### src/rtl/skt_pkg.sv
`timescale 1ns / 1ps

package skt_pkg;

  localparam int unsigned MaxEntriesDefault = 64;
  localparam int unsigned KeyBitsDefault    = 64;
  localparam int unsigned OffsetBitsDefault = 32;

  localparam int unsigned KeyPortBits    = 64;
  localparam int unsigned OffsetPortBits = 32;
  localparam int unsigned StatusBits     = 3;
  localparam int unsigned CountPortBits  = 7;

  typedef enum logic [StatusBits-1:0] {
    ST_UPDATED  = 3'd0,
    ST_INSERTED = 3'd1,
    ST_FULL     = 3'd2,
    ST_FOUND    = 3'd3,
    ST_MISSING  = 3'd4
  } status_e;

  // Control broadcast from the sequencer to every cell.
  typedef struct packed {
    logic cmp;  // latch compare flags against the incoming key
    logic ins;  // shift larger keys up and place the new key
    logic upd;  // overwrite the offset of the matching entry
  } cell_ctrl_t;

endpackage

### src/rtl/skt_cell.sv
`timescale 1ns / 1ps

module skt_cell
  import skt_pkg::*;
#(
  parameter int unsigned IDX         = 0,
  parameter int unsigned KEY_BITS    = KeyBitsDefault,
  parameter int unsigned OFFSET_BITS = OffsetBitsDefault,
  parameter int unsigned CNT_W       = 7
) (
  input  logic                   clk_i,
  input  logic                   rst_ni,
  input  cell_ctrl_t             ctrl_i,
  input  logic [CNT_W-1:0]       count_i,
  input  logic [KEY_BITS-1:0]    cmp_key_i,
  input  logic [KEY_BITS-1:0]    new_key_i,
  input  logic [OFFSET_BITS-1:0] new_off_i,
  input  logic                   prev_lt_i,
  input  logic [KEY_BITS-1:0]    prev_key_i,
  input  logic [OFFSET_BITS-1:0] prev_off_i,
  output logic                   lt_o,
  output logic                   eq_o,
  output logic [KEY_BITS-1:0]    key_o,
  output logic [OFFSET_BITS-1:0] off_o
);

  logic                   used;
  logic                   lt_q, lt_d, eq_q, eq_d;
  logic [KEY_BITS-1:0]    key_q, key_d;
  logic [OFFSET_BITS-1:0] off_q, off_d;

  assign used = CNT_W'(IDX) < count_i;

  always_comb begin
    lt_d  = lt_q;
    eq_d  = eq_q;
    key_d = key_q;
    off_d = off_q;
    if (ctrl_i.cmp) begin
      lt_d = used && (key_q < cmp_key_i);
      eq_d = used && (key_q == cmp_key_i);
    end
    if (ctrl_i.ins) begin
      // Keys are sorted, so the cells below the new key form a prefix.
      if (prev_lt_i && !lt_q) begin
        key_d = new_key_i;
        off_d = new_off_i;
      end else if (!prev_lt_i) begin
        key_d = prev_key_i;
        off_d = prev_off_i;
      end
    end
    if (ctrl_i.upd && eq_q) begin
      off_d = new_off_i;
    end
  end

  always_ff @(posedge clk_i or negedge rst_ni) begin
    if (!rst_ni) begin
      lt_q <= 1'b0;
      eq_q <= 1'b0;
    end else begin
      lt_q <= lt_d;
      eq_q <= eq_d;
    end
  end

  always_ff @(posedge clk_i) begin
    key_q <= key_d;
    off_q <= off_d;
  end

  assign lt_o  = lt_q;
  assign eq_o  = eq_q;
  assign key_o = key_q;
  assign off_o = off_q;

endmodule

### config.mk
export PLATFORM = sky130hd
export DESIGN_NAME = skt_cell
export DESIGN_NICKNAME = d
export VERILOG_FILES = /design/src/rtl/skt_pkg.sv /design/src/rtl/skt_cell.sv
export SDC_FILE = /design/constraint.sdc
export NUM_CORES = 1
export LEC_CHECK = 0
export ABC_AREA = 1
export CAP_MARGIN = 10
export CORE_AREA = 2 2 143 145
export CTS_CLUSTER_SIZE = 25
export DETAILED_ROUTE_END_ITERATION = 12
export DIE_AREA = 0 0 145 147
export DONT_BUFFER_PORTS = 1
export GPL_ROUTABILITY_DRIVEN = 0
export SLEW_MARGIN = 10
export SYNTH_ARGS = -nofsm -noshare
export SYNTH_HDL_FRONTEND = slang
export SYNTH_SLANG_ARGS = --single-unit
export TNS_END_PERCENT = 10
### constraint.sdc
create_clock -name clk_i -period 5.92 [get_ports clk_i]
set_clock_uncertainty 0.05 [all_clocks]
set_input_delay 1.184 -clock clk_i [delete_from_list [all_inputs] [get_ports clk_i]]
set_output_delay 1.184 -clock clk_i [all_outputs]
set_load 0.01 [all_outputs]
---- Word level (Yosys, flattened, before mapping) ----
Cells that the tools add are included.
storage, ports and cells
  register bits after elaboration ......... 98
  logic and storage cells ................. 23
cells by class
  $lt $le $gt $ge ......................... 2
  equal/unequal tests ..................... 3
  mux-type cells .......................... 6
  reduce and logical (&&, ||, !) cells .... 8
operators by type and width
  operator            number
  $mux 32             4
  $mux 64             2
  $eq 64x64->1        1
  $lt 64x64->1        1
  $lt 1x7->1 const A  1
  $logic_and 1x1->1   4
  $reduce_and 2->1    2
  $ne 3x1->1 const B  1
  $ne 2x1->1 const B  1
  $reduce_bool 2->1   1
  $logic_not 1->1     1

---- Longest topological paths before layout ----
Gate-level depths: netlist of the first run.
  depth after elaboration ................. 5
  mapped depth ............................ 16
  depth with buffers taken out ............ 16

---- Least setup slack after synthesis of the first run ----
OpenSTA, ideal clock, no wires.
  kind .................................... input -> register
  start point ............................. in prev_lt_i
  end point ............................... reg key_q[0] (netlist: key_o[0]) (enable)
  data arrival time ....................... 3.975 ns
  data required time ...................... 5.382 ns
  slack ................................... 1.407 ns
  cell stages on the path ................. 3
  path buffers ............................ 0
  path through ............................ nand2_1 -> inv_1 -> nor2_1
on the way
  word-level cells in the longest chain between the ends .. 3
ends and longest elaborated chain
  item                                 line            text
  start: declaration                   skt_cell.sv:18  input logic prev_lt_i,
  $logic_and 1x1->1                    skt_cell.sv:45  if (prev_lt_i && !lt_q) begin
  $ne 2x1->1 (no source line) *        n/a
  $reduce_and 2->1 (no source line) *  n/a
  end signal: assignment               skt_cell.sv:69  key_q <= key_d;
  end: declaration                     skt_cell.sv:29  logic [KEY_BITS-1:0] key_q, key_d;
Mark *: on every way between the ends. The rest lies on a longest branch, timed or not.
A chain may end at the register's enable or synchronous reset.

---- Worst setup path after layout of the first run ----
  start point ............................. in prev_lt_i
  end point ............................... reg key_q[1] (netlist: key_o[1]), data pin
on the way
  word-level cells in the longest chain between the ends .. 2
ends and longest elaborated chain
  item               line
  $logic_and 1x1->1  skt_cell.sv:45
  $mux 64            skt_cell.sv:45
Every way passes these cells.

==> flow_summary.json, run 1 <==
{
  "tritoncts": "yes",
  "ys_warn_count": 0,
  "hpwl_mm": 13.2,
  "startpoint_type": "input port",
  "max_freq_mhz": 379,
  "synthCells": 507,
  "viasPerCell": 4.71,
  "cts-hold-fix-buffers": 0,
  "numClockSinks": 98,
  "port_buffers": 0,
  "switching_power_uw": 521,
  "comb_power_share_pct": 17.7,
  "worstSetupPathType": "input port to flip-flop",
  "synth-seq-cells": 98,
  "crit_path_top_delay_cell": "buf_4",
  "r2r_slack_ns": 3.44,
  "post_drt_wl_per_cell_um": 20.1,
  "rsz0062_at_grt": "false",
  "syn_avg_cell_area_um2": 12.3,
  "ant_nets": 0,
  "synth_most_common_cell": "edfxtp_1",
  "setup_tns_ns": 0,
  "worst_pin_slew_ns": 0.975,
  "clkTransAtPathRegs_ns": 0.07,
  "yosys.area.top_type": "edfxtp_1",
  "crit_chain": "nand2_4 > buf_4 > mux2_2",
  "clockRootBuffer": "clkbuf_16",
  "dr.pass1.iters": 6,
  "via_count": 3699,
  "synth_cell_types": 29,
  "post_cts_resize_count": 0,
  "layout_setup_ws_ns": 3.28,
  "max-vdd-ir-drop_v": 0.000121,
  "min_period_over_period_pct": 44.6,
  "synth_fp_nets": 840,
  "floorplan.die.height_um": 147,
  "switching_share_pct": 28.5,
  "place_ws_ns": 2.87,
  "netlist_area_um2": 6240,
  "rows": 52,
  "power.share.clock_pct": 31.7,
  "pin_count": 367,
  "grt_max_degree": 53,
  "cp.required_ns": 5.97,
  "internal_power_uw": 1310,
  "synth_enable_flop_cells": 96,
  "ys_seq_area_share_pct": 47.0,
  "numCtsBuffers": 9,
  "status": "complete, no violations",
  "grt_first_pass_wirelength_mm": 23.1,
  "clk_latency_ns": 0.34,
  "arrival_ns": 2.69,
  "synth_area_leaders": "edfxtp_1 46%, mux2_4 14%, ha_1 13%",
  "drv_slew": 0,
  "routed_wl_mm": 15.8,
  "synthFlopType": "edfxtp_1",
  "cts_post_setup_buffers_inserted": 0,
  "core_area_um2": 19800,
  "drt_iter0_drc": 94,
  "drive_above_1_share_pct": 23.8,
  "overflow": 0,
  "die_area_um2": 21300,
  "cpLargestDelayFamily": "buffers and inverters",
  "fin_nets": 844,
  "end_kind": "flip-flop",
  "seq_power_share_pct": 50.6,
  "synth_common_cells": "96 x edfxtp_1, 83 x inv_1, 72 x nand2_1, 64 x ha_1, 60 x mux2_4",
  "synthToLayoutAreaGrowth_pct": 7.81,
  "power.leakage_uw": 0.00303,
  "timing.slew.headroom_pct": 35.0,
  "power_density_nw_per_um2": 272,
  "crit_fanout": 52,
  "hp-class": "input port to async pin",
  "cts.htree.levels": 3,
  "period_minus_slack_ns": 2.64,
  "async_flop_share_pct": 2.04,
  "finalHoldViolCount": 0,
  "antenna_cells": 0,
  "initial_utilization_pct": 31.5,
  "grtUsageTotal_pct": 14.3,
  "drv_cap": 0,
  "worst_path_largest_cell_delay_ns": 0.76,
  "path_buf_inv": 1,
  "finalSetupViolations": 0,
  "die_w_um": 145,
  "synth_top_area_share_pct": 46.2,
  "grt_pass1_vias": 3984,
  "route.detailed.drc": 0,
  "grt_antenna_before_repair": 0,
  "cts.path.max_buffers": 2
}
## stage by stage
step	std cells	utilization, %	instance area (um2)	power [uW]	hold WS [ns]
final	786	33.9	6730	1830	0.475
after global routing	786	33.9	6730	1930	0.441
after CTS	786	33.9	6730	1860	0.448
after detailed placement	770	32.5	6440	1270	0.638
after global placement	770	32.5	6440	1260	0.635
after floorplan	507	-	6240	1210	0.530
## final cells by class
type | count | area [um2]
Clock buffer | 9 | 225
Clock inverter | 7 | 65.1
Fill cell | 1969 | 13100
Inverter | 85 | 319
Multi-Input combinational cell | 314 | 2830
Sequential cell | 98 | 2930
Tap cell | 270 | 338
Timing Repair Buffer | 3 | 22.5
## kinds of logic after synthesis
| kind of cell | count (synthesis) | synth area share, % |
|---|---|---|
| multiplexers | 96 | 20.9 |
| AO/OA/AOI/OAI | 45 | 3.99 |
| adder cells (fa/ha/maj) | 64 | 12.8 |
| flip-flops | 98 | 47.0 |
| AND/OR/NAND/NOR | 109 | 7.41 |
| buffers and inverters | 95 | 7.89 |
## routing by layer
metal	share of wire (%)	track usage [%]	wire length [um]
met1	36	15.1	5770
met2	53	26.1	8340
met3	8.7	5.31	1370
met4	2.1	5.15	327
met5	0	0	0
## power by group through the flow
stage               Sequential (uW)  Clock [uW]  Combinational (uW)
finish                          926         579                 323
global placement                944           0                 312
CTS                             929         604                 331
detailed placement              944           0                 329
floorplan                       925           0                 285
global route                    933         635                 364
## cell usage in the layout (no fill, tap or decap), types with 4 or more instances in the layout
cell type,synthesis,routed
a21oi_1,27,27
clkbuf_16,0,9
edfxtp_1,96,96
ha_1,64,64
inv_1,83,83
mux2_2,34,34
mux2_4,60,60
nand2_1,72,72
nand3_1,5,5
nor2_1,20,19
o21a_1,4,4
o21ai_0,6,5
## sequential cells by signal (all words and copies together), names as in the netlist
name / cells
eq_o: 1
key_o: 64
lt_o: 1
off_o: 32
## worst paths after layout
check                                from  endpoint  depth (start not counted)
worst min-delay path               rst_ni      lt_o                          0
worst min register to register       eq_o      eq_o                          2
worst max register to register       lt_o  key_o[1]                          4
min in group clk_i                   eq_o      eq_o                          2
max in group asynchronous          rst_ni      eq_o                          0
worst max-delay path            prev_lt_i  key_o[1]                          3
(Power assumes the default switching activity.)
==> inputs of run 2 (changes only) <==
==> constraint.sdc (replaced) <==
create_clock -name clk_i -period 2.3 [get_ports clk_i]
set_clock_uncertainty 0.05 [all_clocks]
set_input_delay 0.46 -clock clk_i [delete_from_list [all_inputs] [get_ports clk_i]]
set_output_delay 0.46 -clock clk_i [all_outputs]
set_load 0.01 [all_outputs]
==> run 2 against run 1 <==
  * Non-clock buffer count up 5
  * Cell count up 0.64%
  * Critical path type is now flip-flop to flip-flop
  * Highest routed layer unchanged
  * Worst hold slack worse by 0.32 ns
  * Combinational power rose to 2.6 times the previous value
  * Power rose to 2.6 times the previous value
  * Routed wire length down 5.0%
  * Worst setup slack worse by 3.0 ns
  * Clock power rose to 2.7 times the previous value
  * Utilization up 0.37 points
==> flow_summary.json, run 2 (synthesis results as in run 1) <==
{
  "status": "complete, no violations",
  "routed_wl_mm": 15.0,
  "layout_common_cells": "96 x edfxtp_1, 83 x inv_1, 72 x nand2_1",
  "startpoint_type": "flip-flop",
  "seq_power_share_pct": 49.5,
  "drt_iter0_drc": 116,
  "power.leakage_uw": 0.00307,
  "overflow": 0,
  "tritoncts": "yes",
  "power.share.clock_pct": 32.9,
  "worst_pin_slew_ns": 0.527,
  "via_count": 3737,
  "core_area_um2": 19800,
  "end_kind": "flip-flop",
  "port_buffers": 0,
  "viasPerCell": 4.72,
  "grt_antenna_before_repair": 0,
  "finalSetupViolations": 0,
  "power.total_uw": 4800,
  "clkTransAtPathRegs_ns": 0.07,
  "die_w_um": 145,
  "clockRootBuffer": "clkbuf_16",
  "power_density_nw_per_um2": 705,
  "drive_above_1_share_pct": 24.4,
  "cts.htree.levels": 3,
  "synthToLayoutAreaGrowth_pct": 8.98,
  "max-vdd-ir-drop_v": 0.000380,
  "drv_slew": 0,
  "layout_commonest_cell": "edfxtp_1",
  "antenna_cells": 0,
  "largest_reg_flops": 64,
  "period_minus_slack_ns": 2.00,
  "internal_power_uw": 3480,
  "numClockSinks": 98,
  "cts_post_setup_buffers_inserted": 0,
  "dr.pass1.iters": 4,
  "hpwl_mm": 12.6,
  "switching_share_pct": 27.4,
  "hp-class": "input port to flip-flop",
  "cts.path.max_buffers": 2,
  "timing.slew.headroom_pct": 64.9,
  "worstSetupPathType": "flip-flop to flip-flop",
  "cp.required_ns": 2.49,
  "post_drt_wl_per_cell_um": 19.0,
  "clk_latency_ns": 0.34,
  "crit_fanout": 2,
  "numCtsBuffers": 9,
  "setup_tns_ns": 0,
  "die_area_um2": 21300,
  "min_period_over_period_pct": 87.0,
  "route.detailed.drc": 0,
  "switching_power_uw": 1320,
  "pin_count": 367,
  "ant_nets": 0,
  "rsz0062_at_grt": "false",
  "initial_utilization_pct": 31.5,
  "comb_power_share_pct": 17.5,
  "floorplan.die.height_um": 147,
  "grtUsageTotal_pct": 13.8,
  "fin_nets": 849,
  "grt_max_degree": 40,
  "rows": 52,
  "max_freq_mhz": 500,
  "arrival_ns": 2.19,
  "drv_cap": 0,
  "finalHoldViolCount": 0,
  "grt_pass1_vias": 4062,
  "grt_first_pass_wirelength_mm": 22.4
}
==> run 2: layer usage <==
metal	routed length, um	global-route usage, %	part of all wire, %	up-vias
met4	352	5.59	2.3	0
li1	-	-	-	1773
met1	5590	14.5	37	1724
met2	7730	25.0	51	222
met5	0	0	0	-
met3	1350	5.22	9.0	18
==> run 2: worst max-delay path, stage by stage (launching register included) <==
cell and delay, ns:
edfxtp_1 0.47, ha_1 0.33, nand2_1 0.08, nor2_2 0.14
nand2_1 0.08, nor3_2 0.28, nand3_1 0.23, clkinv_1 0.08
nand2_1 0.05, nand2_1 0.05, nand2_1 0.05
==> run 2: final timing paths <==
kind                            from  endpoint  slack [ns]  depth (start not counted)
max                        key_o[55]      lt_o        0.30                         10
min                        ctrl_i[2]      eq_o        0.16                          1
max reg2reg                key_o[55]      lt_o        0.30                         10
min reg2reg                     eq_o      eq_o        0.62                          2
max in group asynchronous     rst_ni      eq_o        1.79                          1
min in group asynchronous     rst_ni      lt_o        0.29                          1
==> run 2: power by group through the flow <==
stage / registers, uW / clock network [uW] / logic [uW]
after floorplan: 2370 / 0 / 737
after global placement: 2420 / 0 / 826
after detailed placement: 2420 / 0 / 855
after CTS: 2380 / 1650 / 862
after global routing: 2390 / 1730 / 954
final: 2380 / 1580 / 842
==> run 2: through the flow <==
| step | worst slack [ns] | hold slack (ns) | area [um2] | instances | util, % |
|---|---|---|---|---|---|
| after floorplan | -0.209 | 0.114 | 6250 | 507 | - |
| after global placement | 0.245 | 0.115 | 6480 | 774 | 32.7 |
| after detailed placement | 0.263 | 0.115 | 6480 | 774 | 32.7 |
| after CTS | 0.231 | 0.138 | 6810 | 791 | 34.3 |
| after global routing | 0.0925 | 0.131 | 6810 | 791 | 34.3 |
| final | 0.300 | 0.159 | 6810 | 791 | 34.3 |
==> run 2: layout make-up <==
type                            count  area [um2]
Timing Repair Buffer                8        75.1
Clock inverter                      7        85.1
Tap cell                          270         338
Sequential cell                    98        2930
Clock buffer                        9         225
Fill cell                        1966       13000
Inverter                           85         319
Multi-Input combinational cell    314        2830
==> run 2: timing repair <==
item / CTS / global route
hold buffers: 1 / 0
hold endpoints to repair: 2 / 0
gates resized for setup: 0 / 0
==> inputs of run 3 (changes only) <==
--- a/config.mk
+++ b/config.mk
@@ -13,6 +13,7 @@
 export DIE_AREA = 0 0 145 147
 export DONT_BUFFER_PORTS = 1
 export GPL_ROUTABILITY_DRIVEN = 0
+export GPL_TIMING_DRIVEN = 0
 export SLEW_MARGIN = 10
 export SYNTH_ARGS = -nofsm -noshare
 export SYNTH_HDL_FRONTEND = slang
==> constraint.sdc (replaced) <==
create_clock -name clk_i -period 2.03 [get_ports clk_i]
set_clock_uncertainty 0.05 [all_clocks]
set_input_delay 0.406 -clock clk_i [delete_from_list [all_inputs] [get_ports clk_i]]
set_output_delay 0.406 -clock clk_i [all_outputs]
set_load 0.01 [all_outputs]
==> run 3 against run 2 <==
  * Global-route usage up 0.13 points
  * Non-clock buffer count is 7 higher
  * Largest power group unchanged
  * Via count is 1.2% higher
==> flow_summary.json, run 3 (synthesis results as in run 1) <==
{
  "timing.rr.start": "key_o[63]",
  "end_kind": "flip-flop",
  "worst_pin_slew_ns": 0.429,
  "layout_commonest_cell": "edfxtp_1",
  "via_count": 3780,
  "drv_slew": 0,
  "rows": 52,
  "die_w_um": 145,
  "clockRootBuffer": "clkbuf_16",
  "cpLargestDelayFamily": "simple AND/OR/NAND/NOR gates",
  "finalSetupViolations": 0,
  "numClockSinks": 98,
  "die_area_um2": 21300,
  "floorplan.die.height_um": 147,
  "cts.path.max_buffers": 2,
  "dr.pass1.iters": 4,
  "multiInputGateArea_um2": 2870,
  "status": "complete, no violations",
  "largest_reg_flops": 64,
  "pin_count": 367,
  "register_area_um2": 2930,
  "numCtsBuffers": 9,
  "r2r_slack_ns": 0.15,
  "period_minus_slack_ns": 1.88,
  "timing.slew.headroom_pct": 71.4,
  "layout_common_cells": "96 x edfxtp_1, 83 x inv_1, 71 x nand2_1",
  "hp-class": "input port to flip-flop",
  "crit_fanout": 2,
  "post_drt_wl_per_cell_um": 19.3,
  "rsz0062_at_grt": "false",
  "power.leakage_uw": 0.00317,
  "synthToLayoutAreaGrowth_pct": 12.6,
  "path_buf_inv": 1,
  "clk_latency_ns": 0.35,
  "reg2reg_to": "lt_o",
  "grt_pass1_vias": 4032,
  "worstSetupPathType": "flip-flop to flip-flop",
  "grt_antenna_before_repair": 0,
  "crit_chain": "ha_4 > nand2_1 > nor2_2 > nand2_2 > nor3_4 > nand3_2 > clkinv_1 > nand2_1 > nand2_1 > nand2_1",
  "grtUsageTotal_pct": 13.9,
  "core_area_um2": 19800,
  "power_density_nw_per_um2": 794,
  "initial_utilization_pct": 31.5,
  "drv_cap": 0,
  "hpwl_mm": 13.0,
  "grt_max_degree": 32,
  "ant_nets": 0,
  "max_freq_mhz": 531,
  "fin_nets": 856,
  "grt_first_pass_wirelength_mm": 22.6,
  "cts.htree.levels": 3,
  "cp_common_cell": "nand2_1",
  "worst_path_largest_cell_delay_ns": 0.51,
  "drt_iter0_drc": 97,
  "worstHoldStart": "ctrl_i[2]",
  "antenna_cells": 0,
  "finalHoldViolCount": 0,
  "reg2regPathDepth": 10,
  "clkTransAtPathRegs_ns": 0.07,
  "arrival_ns": 2.07,
  "cp.required_ns": 2.22,
  "port_buffers": 0,
  "min_period_over_period_pct": 92.7,
  "setup_tns_ns": 0,
  "hold_end": "eq_o",
  "hold_depth": 1,
  "drive_above_1_share_pct": 26.3,
  "viasPerCell": 4.74,
  "route.detailed.drc": 0,
  "crit_path_top_delay_cell": "edfxtp_1",
  "overflow": 0,
  "tritoncts": "yes",
  "fill_cells": 1962,
  "routed_wl_mm": 15.4,
  "hold_slack_ns": 0.110,
  "startpoint_type": "flip-flop",
  "max-vdd-ir-drop_v": 0.000349
}
## run 3: changes by cell type in the layout (fill, tap and decap cells not counted), moves of 3 or more
cell	change
buf_4	-5
inv_6	-3
buf_6	+3
inv_8	+3
buf_12	+9
## run 3: worst max path at each step
stage	slack, ns	cells after the start	endpoint	from
final	0.15	10	lt_o	key_o[63]
after global routing	0.01	10	lt_o	key_o[63]
after CTS	0.005	10	lt_o	key_o[63]
after detailed placement	-0.03	10	lt_o	key_o[63]
after global placement	-1.09	3	off_o[18]	lt_o
after floorplan	-0.47	3	off_o[0]	lt_o
## run 3: worst reg2reg max path, delay by kind of cell (launching register included)
family	cells	cell delay (ns)
flip-flops	1	0.51
buffers and inverters	1	0.08
AND/OR/NAND/NOR	8	0.80
adder cells (fa/ha/maj)	1	0.34
## run 3: final cells by class
type                    instances  share of cell area [%]
flip-flops and latches         98                    41.7
clock inverters                 7                    1.37
multi-input cells             314                    40.8
well taps                     270                    4.80
plain buffers                  10                    2.47
repair buffers                  5                    1.10
clock buffers                   9                    3.20
inverters                      85                    4.54
## run 3: repair_timing
item	CTS	global route
gates cloned	0	0
endpoints found under the setup margin	1	2
setup buffers	0	1
pin swaps	0	1
hold buffers	1	0
gates resized for setup	1	5
endpoints found under the hold margin	2	0
## run 3: report_power, final
group / internal, uW / switching (uW)
clock network: 995 / 839
registers: 2480 / 216
logic: 558 / 496
## run 3: metal layers
layer  vias up  global-route usage [%]  share of wire (%)
li1       1796                       -                  -
met1      1747                    14.5                 37
met2       217                    25.4                 52
met3        20                    5.47                8.7
met4         0                    5.35                2.2
met5         -                       0                  0
## run 3: per-stage QoR
stage               instance area [um2]  setup slack, ns  total power, uW  std cells  util [%]
floorplan                          6250           -0.470             3520        507         -
global placement                   6590            -1.09             3750        777      33.2
detailed placement                 6660          -0.0326             3810        780      33.6
CTS                                7000          0.00488             5660        797      35.3
global route                       7030           0.0118             5870        798      35.4
finish                             7030            0.148             5580        798      35.4
